**src/ita_pkg.sv**
```systemverilog
// shared types and constants for the integer to ascii formatter
// no dependencies
`timescale 1ns / 1ps

package ita_pkg;

    localparam logic [1:0] MODE_SINT   = 2'd0;
    localparam logic [1:0] MODE_UINT   = 2'd1;
    localparam logic [1:0] MODE_SSHORT = 2'd2;
    localparam logic [1:0] MODE_USHORT = 2'd3;

    localparam logic [1:0] PAD_NONE  = 2'd0;
    localparam logic [1:0] PAD_SPACE = 2'd1;
    localparam logic [1:0] PAD_ZERO  = 2'd2;

    localparam logic [7:0] CHAR_MINUS = 8'h2D;
    localparam logic [7:0] CHAR_SPACE = 8'h20;
    localparam logic [7:0] CHAR_ZERO  = 8'h30;
    localparam logic [7:0] CHAR_UA    = 8'h41;
    localparam logic [7:0] CHAR_LA    = 8'h61;

    localparam int BCD_DIGITS     = 10;
    localparam int BITS_PER_STAGE = 4;
    localparam int BCD_STAGES     = 32 / BITS_PER_STAGE;

    typedef struct packed {
        logic [31:0] bin;
        logic [39:0] bcd;
        logic        neg;
        logic        hex;
        logic        upper;
        logic [6:0]  fw;
        logic [4:0]  prec;
        logic [1:0]  pad;
        logic [3:0]  sig;
    } item_t;

    function automatic logic [31:0] pow10(input logic [3:0] k);
        logic [31:0] r;
        case (k)
            4'd1:    r = 32'd10;
            4'd2:    r = 32'd100;
            4'd3:    r = 32'd1000;
            4'd4:    r = 32'd10000;
            4'd5:    r = 32'd100000;
            4'd6:    r = 32'd1000000;
            4'd7:    r = 32'd10000000;
            4'd8:    r = 32'd100000000;
            4'd9:    r = 32'd1000000000;
            default: r = 32'd1;
        endcase
        return r;
    endfunction

endpackage

```
**src/ita_decode.sv**
```systemverilog
// input stage: sign and magnitude, significant digit count
// depends on ita_pkg
`timescale 1ns / 1ps

module ita_decode import ita_pkg::*; (
    input  logic              aclk,
    input  logic              aresetn,
    input  logic              in_valid,
    output logic              in_ready,
    input  logic [31:0]       value,
    input  logic [1:0]        mode,
    input  logic              base_hex,
    input  logic              upper_case,
    input  logic signed [6:0] field_width,
    input  logic [4:0]        precision,
    input  logic [1:0]        pad_mode,
    output logic              out_valid,
    input  logic              out_ready,
    output item_t             out_item
);

    logic  valid_reg;
    item_t item_reg, item_next;
    logic [31:0] mag;
    logic        neg;
    logic [3:0]  sig;

    always_comb begin
        neg = 1'b0;
        mag = value;
        case (mode)
            MODE_SINT: begin
                neg = value[31];
                mag = value[31] ? (32'd0 - value) : value;
            end
            MODE_UINT: mag = value;
            MODE_SSHORT: begin
                neg = value[15];
                mag = {16'd0, value[15] ? (16'd0 - value[15:0]) : value[15:0]};
            end
            default: mag = {16'd0, value[15:0]};
        endcase
        sig = 4'd1;
        if (base_hex) begin
            for (int i = 1; i < 8; i++) begin
                if (mag[4*i +: 4] != 4'd0) sig = 4'(i + 1);
            end
        end else begin
            for (int k = 1; k < 10; k++) begin
                if (mag >= pow10(4'(k))) sig = 4'(k + 1);
            end
        end
        item_next.bin   = mag;
        item_next.bcd   = 40'd0;
        item_next.neg   = neg;
        item_next.hex   = base_hex;
        item_next.upper = upper_case;
        item_next.fw    = field_width;
        item_next.prec  = precision;
        item_next.pad   = pad_mode;
        item_next.sig   = sig;
    end

    assign in_ready  = !valid_reg || out_ready;
    assign out_valid = valid_reg;
    assign out_item  = item_reg;

    always_ff @(posedge aclk) begin
        if (!aresetn) begin
            valid_reg <= 1'b0;
        end else if (in_ready) begin
            valid_reg <= in_valid;
        end
        if (in_ready && in_valid) begin
            item_reg <= item_next;
        end
    end

endmodule

```
**src/ita_bcd_stage.sv**
```systemverilog
// one double-dabble stage, four binary bits into the bcd register
// depends on ita_pkg
`timescale 1ns / 1ps

module ita_bcd_stage import ita_pkg::*; (
    input  logic  aclk,
    input  logic  aresetn,
    input  logic  in_valid,
    output logic  in_ready,
    input  item_t in_item,
    output logic  out_valid,
    input  logic  out_ready,
    output item_t out_item
);

    logic  valid_reg;
    item_t item_reg, item_next;
    logic [39:0] bcd;
    logic [31:0] bin;

    always_comb begin
        bcd = in_item.bcd;
        bin = in_item.bin;
        if (!in_item.hex) begin
            for (int s = 0; s < BITS_PER_STAGE; s++) begin
                for (int d = 0; d < BCD_DIGITS; d++) begin
                    if (bcd[4*d +: 4] >= 4'd5) bcd[4*d +: 4] = bcd[4*d +: 4] + 4'd3;
                end
                bcd = {bcd[38:0], bin[31]};
                bin = {bin[30:0], 1'b0};
            end
        end
        item_next     = in_item;
        item_next.bcd = bcd;
        item_next.bin = bin;
    end

    assign in_ready  = !valid_reg || out_ready;
    assign out_valid = valid_reg;
    assign out_item  = item_reg;

    always_ff @(posedge aclk) begin
        if (!aresetn) begin
            valid_reg <= 1'b0;
        end else if (in_ready) begin
            valid_reg <= in_valid;
        end
        if (in_ready && in_valid) begin
            item_reg <= item_next;
        end
    end

endmodule

```
**src/ita_serializer.sv**
```systemverilog
// emits the formatted characters of one item, one per cycle while out_ready is high
// depends on ita_pkg
`timescale 1ns / 1ps

module ita_serializer import ita_pkg::*; #(
    parameter int MAX_DIGITS = 28,
    parameter int MAX_WIDTH  = 63
) (
    input  logic       aclk,
    input  logic       aresetn,
    input  logic       in_valid,
    output logic       in_ready,
    input  item_t      in_item,
    output logic       out_valid,
    input  logic       out_ready,
    output logic [7:0] out_char,
    output logic       out_last
);

    localparam int PW = $clog2(MAX_WIDTH + MAX_DIGITS + 2);

    logic          valid_reg;
    logic [39:0]   dig_reg;
    logic          upper_reg, neg_reg, zero_pad_reg;
    logic [PW-1:0] lead_reg, len_reg, total_reg, pos_reg;

    logic [7:0]    wm8;
    logic [PW-1:0] wmag, precc, nd, len, gap, lead, trail;
    logic          left, use_pad;
    logic [PW-1:0] rel, idx;
    logic [3:0]    d;
    logic [39:0]   dshift;

    always_comb begin
        left  = in_item.fw[6];
        wm8   = left ? (8'd128 - {1'b0, in_item.fw}) : {1'b0, in_item.fw};
        wmag  = (wm8 > 8'(MAX_WIDTH)) ? PW'(MAX_WIDTH) : PW'(wm8);
        precc = (in_item.prec > 5'(MAX_DIGITS)) ? PW'(MAX_DIGITS) : PW'(in_item.prec);
        nd    = (PW'(in_item.sig) > precc) ? PW'(in_item.sig) : precc;
        if (nd > PW'(MAX_DIGITS)) nd = PW'(MAX_DIGITS);
        len   = nd + PW'(in_item.neg);
        gap   = (wmag > len) ? (wmag - len) : '0;
        use_pad = !left && (in_item.pad == PAD_SPACE || in_item.pad == PAD_ZERO);
        lead  = use_pad ? gap : '0;
        trail = left ? gap : '0;
    end

    always_comb begin
        rel    = pos_reg - lead_reg;
        idx    = len_reg - PW'(1) - rel;
        dshift = dig_reg >> {idx[3:0], 2'b00};
        d      = (idx < PW'(BCD_DIGITS)) ? dshift[3:0] : 4'd0;
        if (pos_reg < lead_reg) begin
            out_char = zero_pad_reg ? CHAR_ZERO : CHAR_SPACE;
        end else if (rel < len_reg) begin
            if (neg_reg && rel == '0) out_char = CHAR_MINUS;
            else if (d < 4'd10) out_char = CHAR_ZERO + {4'd0, d};
            else out_char = (upper_reg ? CHAR_UA : CHAR_LA) + {4'd0, d - 4'd10};
        end else begin
            out_char = CHAR_SPACE;
        end
    end

    assign out_valid = valid_reg;
    assign out_last  = (pos_reg == total_reg - PW'(1));
    assign in_ready  = !valid_reg || (out_ready && out_last);

    always_ff @(posedge aclk) begin
        if (!aresetn) begin
            valid_reg <= 1'b0;
            pos_reg   <= '0;
        end else if (in_ready) begin
            valid_reg <= in_valid;
            pos_reg   <= '0;
        end else if (out_ready) begin
            pos_reg <= pos_reg + PW'(1);
        end
        if (in_ready && in_valid) begin
            dig_reg      <= in_item.hex ? {8'd0, in_item.bin} : in_item.bcd;
            upper_reg    <= in_item.upper;
            neg_reg      <= in_item.neg;
            zero_pad_reg <= (in_item.pad == PAD_ZERO);
            lead_reg     <= lead;
            len_reg      <= len;
            total_reg    <= lead + len + trail;
        end
    end

endmodule

```
**src/integer_to_ascii_formatter.sv**
```systemverilog
// first character: a request passes the decode register and the eight bcd stages, and its
//   first character is presented once the request has loaded the character stage register
// throughput: one character per cycle while m_ready is high; a request holds the character
//   stage for its digit count plus sign, plus padding up to the field width when left-justified
//   or when a space or zero pad is chosen; the next request loads as the last character is taken
// reset: synchronous active-low aresetn clears all valid flags and the position count
`timescale 1ns / 1ps

module integer_to_ascii_formatter import ita_pkg::*; #(
    parameter int MAX_DIGITS = 28,
    parameter int MAX_WIDTH  = 63
) (
    input  logic              aclk,
    input  logic              aresetn,
    input  logic              s_valid,
    output logic              s_ready,
    input  logic [31:0]       s_value,
    input  logic [1:0]        s_mode,
    input  logic              s_base_hex,
    input  logic              s_upper_case,
    input  logic signed [6:0] s_field_width,
    input  logic [4:0]        s_precision,
    input  logic [1:0]        s_pad_mode,
    output logic              m_valid,
    input  logic              m_ready,
    output logic [7:0]        m_out_char,
    output logic              m_last_char
);

    // stage links: index 0 is the decode output, BCD_STAGES the last bcd stage
    logic  link_valid [BCD_STAGES+1];
    logic  link_ready [BCD_STAGES+1];
    item_t link_item  [BCD_STAGES+1];

    // decode: sign, magnitude and significant digit count
    ita_decode u_decode (
        .aclk        (aclk),
        .aresetn     (aresetn),
        .in_valid    (s_valid),
        .in_ready    (s_ready),
        .value       (s_value),
        .mode        (s_mode),
        .base_hex    (s_base_hex),
        .upper_case  (s_upper_case),
        .field_width (s_field_width),
        .precision   (s_precision),
        .pad_mode    (s_pad_mode),
        .out_valid   (link_valid[0]),
        .out_ready   (link_ready[0]),
        .out_item    (link_item[0])
    );

    // binary to bcd, four shift steps per stage; hex items pass untouched
    for (genvar g = 0; g < BCD_STAGES; g++) begin : g_bcd
        ita_bcd_stage u_stage (
            .aclk      (aclk),
            .aresetn   (aresetn),
            .in_valid  (link_valid[g]),
            .in_ready  (link_ready[g]),
            .in_item   (link_item[g]),
            .out_valid (link_valid[g+1]),
            .out_ready (link_ready[g+1]),
            .out_item  (link_item[g+1])
        );
    end

    // character stage: padding, sign, digits, trailing spaces
    ita_serializer #(
        .MAX_DIGITS (MAX_DIGITS),
        .MAX_WIDTH  (MAX_WIDTH)
    ) u_serializer (
        .aclk      (aclk),
        .aresetn   (aresetn),
        .in_valid  (link_valid[BCD_STAGES]),
        .in_ready  (link_ready[BCD_STAGES]),
        .in_item   (link_item[BCD_STAGES]),
        .out_valid (m_valid),
        .out_ready (m_ready),
        .out_char  (m_out_char),
        .out_last  (m_last_char)
    );

    // a run of characters has no gaps once started
    assert property (@(posedge aclk) disable iff (!aresetn)
        m_valid && m_ready && !m_last_char |=> m_valid)
        else $error("character run broken");

    // a stalled character holds
    assert property (@(posedge aclk) disable iff (!aresetn)
        m_valid && !m_ready |=> $stable(m_out_char) && $stable(m_last_char))
        else $error("stalled character changed");

    // every character is printable
    assert property (@(posedge aclk) disable iff (!aresetn)
        m_valid |-> m_out_char >= CHAR_SPACE)
        else $error("non-printable character");

endmodule
```
**config.mk**
```make
export PLATFORM = sky130hd
export DESIGN_NAME = integer_to_ascii_formatter
export DESIGN_NICKNAME = d
export VERILOG_FILES = /design/src/ita_pkg.sv /design/src/ita_decode.sv /design/src/ita_bcd_stage.sv /design/src/ita_serializer.sv /design/src/integer_to_ascii_formatter.sv
export SDC_FILE = /design/constraint.sdc
export NUM_CORES = 2
export LEC_CHECK = 0
export BUFFER_PORTS_ARGS = -buffer_cell sky130_fd_sc_hd__buf_2
export CORE_ASPECT_RATIO = 1.75
export CORE_UTILIZATION = 35
export CTS_CLUSTER_SIZE = 40
export DETAILED_ROUTE_END_ITERATION = 16
export GPL_ROUTABILITY_DRIVEN = 1
export GPL_TIMING_DRIVEN = 0
export HOLD_SLACK_MARGIN = 0.03
export PLACE_DENSITY = 0.57
export SYNTH_ARGS = -nofsm -noshare
export SYNTH_HDL_FRONTEND = slang
export SYNTH_SLANG_ARGS = --single-unit
```
**constraint.sdc**
```tcl
create_clock -name aclk -period 8.4 [get_ports aclk]
set_input_delay 0.84 -clock aclk [delete_from_list [all_inputs] [get_ports aclk]]
set_output_delay 0.84 -clock aclk [all_outputs]
set_load 0.05 [all_outputs]
```
==> reports/qor.yml <==
place:
  gp_congestion: 0.857
  dp_cells: 6237
  io_buffers: 54
  post-dp-hpwl_mm: 89.4
  placed_area_um2: 51500
clock_network:
  clock_path_buffers: 3
  cts_inserted_buffers: 74
  cts.reportedPaths.clkPinSlew_ns: 0.06
  cts_tree: "built"
  htree_levels: 3
  post-cts-setup-buffers: 0
  cts.sinks: 742
  root_buffer: "clkbuf_16"
  cts_resized: 0
  cts_hold_buf: 0
  clk_latency_ns: 0.65
floorplan:
  die_w_um: 283
  die_y_um: 494
  start_util: 0.353
  ioPinCount: 65
  die_area_um2: 140000
  coreArea_um2: 137000
  placementRows: 180
sta:
  rsz0062_at_grt: "no"
  fmax_mhz: 152
  finalSetupViolCount: 0
  maxSlewHeadroom: 0.286
  finClkSkew_ns: 0.0255
  tightest_slew_ns: 1.06
  period_needed_ns: 6.58
  hold_viol_final: 0
  setup_tns_ns: 0
  fin_crit_sh: 0.783
  slew_viol_final: 0
critical_path:
  slowest_stage: "fa_1"
  cp_num_buf_inv: 1
  critPathLaunchType: "register"
  crit_arrival_ns: 6.97
  cp.required_ns: 8.80
  critPathMaxStageDelay_ns: 0.56
  crit_start: "g_bcd[7].u_stage.out_item[9]"
  cp_top_family: "compound AO/OA/AOI/OAI gates"
  crit_path_max_fanout: 8
  reg2reg_from: "g_bcd[7].u_stage.out_item[9]"
  cpMostUsedCell: "ha_1"
  endpoint_kind: "register"
  crit_type: "reg -> reg"
power:
  finalPower_mw: 9.19
  ir_drop_v: 0.000133
  p_per_area_nw_per_um2: 170
  p_leak_nw: 20.6
finish:
  final_common_cell: "edfxtp_1"
  layoutNonFillerInstCount: 6371
  final_cell_area_um2: 54000
  area_delta_synth_final_pct: 11.4
  largest_reg_flops: 609
  mostFrequentLayoutCells: "725 x edfxtp_1, 395 x inv_1, 372 x mux2_2"
  fin_nets: 4919
  final_core_util: 0.393
  drive_gt1_frac: 0.145
job:
  maxCapViolations: 0
detailed_routing:
  vias: 32300
  drt_wl_total_mm: 110
  antenna_left: 0
  drc: 0
  avgViaCountPerCell: 5.07
  drt_iter0_markers: 1315
  avgRoutedWirePerCell_um: 17.3
  drtPass1Iterations: 5
yosys:
  yosys_warnings: 0
  synth_cells: 4342
  ys.flop_type: "edfxtp_1"
  async_flop_share: 0
  synth.avg_cell_area_um2: 11.2
  netlist-cell-type-count: 106
  synth-seq-cells: 742
  synth_edf_count: 725
  ys_seq_area_frac: 0.456
  syn_area_um2: 48500
grt:
  track_usage: 0.157
  grt_remaining_overflow: 0
  antenna_found_initial: 2
  grt_pass1_vias: 33000
  grt_pass1_wl_mm: 175
  grt_max_degree: 40
outcome:
  status: "completed"
worst_hold_path:
  hold_class: "in -> reg"
  min-delay-start: "s_precision[2]"
layout make-up:
| cell class | count | area (um^2) |
|---|---|---|
| Clock inverter | 46 | 546 |
| Tap cell | 1820 | 2280 |
| Antenna cell | 1 | 2.50 |
| Sequential cell | 742 | 22100 |
| Buffer | 105 | 434 |
| Timing Repair Buffer | 73 | 658 |
| Clock buffer | 87 | 1960 |
| Multi-Input combinational cell | 3100 | 24500 |
| Fill cell | 13300 | 83400 |
| Inverter | 397 | 1490 |
per-stage QoR:
stage,setup WS [ns],hold WS [ns]
after floorplan,0.153,0.400
after global placement,-2.45,0.400
after detailed placement,1.81,0.405
after CTS,1.80,0.326
after global routing,1.32,0.349
final,1.82,0.380
cells in the mapped netlist, types with 13 or more instances:
| master | n | share of area |
|---|---|---|
| nand4_1 | 13 | 0.0017 |
| nor3b_1 | 69 | 0.011 |
| nor3_1 | 51 | 0.0053 |
| nor2b_1 | 111 | 0.014 |
| nor2_1 | 247 | 0.019 |
| dfxtp_1 | 17 | 0.0070 |
| a211o_1 | 29 | 0.0052 |
| and2_1 | 57 | 0.0074 |
| buf_1 | 16 | 0.0012 |
| clkbuf_1 | 74 | 0.0057 |
| or2_2 | 17 | 0.0022 |
| a21o_1 | 27 | 0.0042 |
| inv_1 | 395 | 0.031 |
| o2111ai_1 | 17 | 0.0031 |
| o21bai_1 | 13 | 0.0020 |
| nor4_1 | 14 | 0.0018 |
| o21a_1 | 57 | 0.0088 |
| o211ai_1 | 21 | 0.0033 |
| mux2i_1 | 202 | 0.042 |
| nand2_1 | 215 | 0.017 |
| ha_1 | 362 | 0.093 |
| a22oi_1 | 18 | 0.0028 |
| a21boi_0 | 45 | 0.0070 |
| a21oi_1 | 217 | 0.022 |
| xnor2_1 | 165 | 0.030 |
| or3_1 | 22 | 0.0028 |
| edfxtp_1 | 725 | 0.45 |
| o31ai_1 | 18 | 0.0028 |
| o21ai_0 | 183 | 0.019 |
| nand2b_1 | 123 | 0.016 |
| a211oi_1 | 47 | 0.0073 |
| a2111oi_0 | 14 | 0.0025 |
| nand3_1 | 46 | 0.0047 |
| and3_1 | 22 | 0.0028 |
| xor2_1 | 42 | 0.0076 |
| a31oi_1 | 18 | 0.0023 |
| mux2_2 | 372 | 0.086 |
power breakdown:
group          internal [mW]  switching [mW]
Clock                   2.02            1.43
Combinational          0.648           0.832
Sequential              4.19          0.0723
Total                   6.86            2.33
worst paths after layout:
kind | to | slack [ns] | cells past startpoint
min reg2reg | g_bcd[4].u_stage.out_item[6] | 0.40 | 0
max reg2reg | u_serializer.total_reg[6] | 1.82 | 29
min | u_decode.out_item[8] | 0.38 | 1
max | u_serializer.total_reg[6] | 1.82 | 29
cells by family (layout without fill, tap and decap cells):
family | after synthesis | in the layout | share of synthesized area
AND/OR/NAND/NOR | 1064 | 1064 | 0.116
buffers and inverters | 502 | 708 | 0.0397
AO/OA/AOI/OAI | 871 | 871 | 0.121
other | 2 | 5 | 0.000155
XOR/XNOR | 207 | 207 | 0.0374
multiplexers | 582 | 582 | 0.132
adder cells (fa/ha/maj) | 372 | 372 | 0.0976
flip-flops | 742 | 742 | 0.456
routing by layer:
metal,up-vias,GRT usage,routed length (um)
li1,16200,-,-
met1,15400,0.134,36600
met2,474,0.338,65200
met3,257,0.0168,2430
met4,0,0.0907,6300
met5,-,0,0
Power figures use the tool's default switching activity.
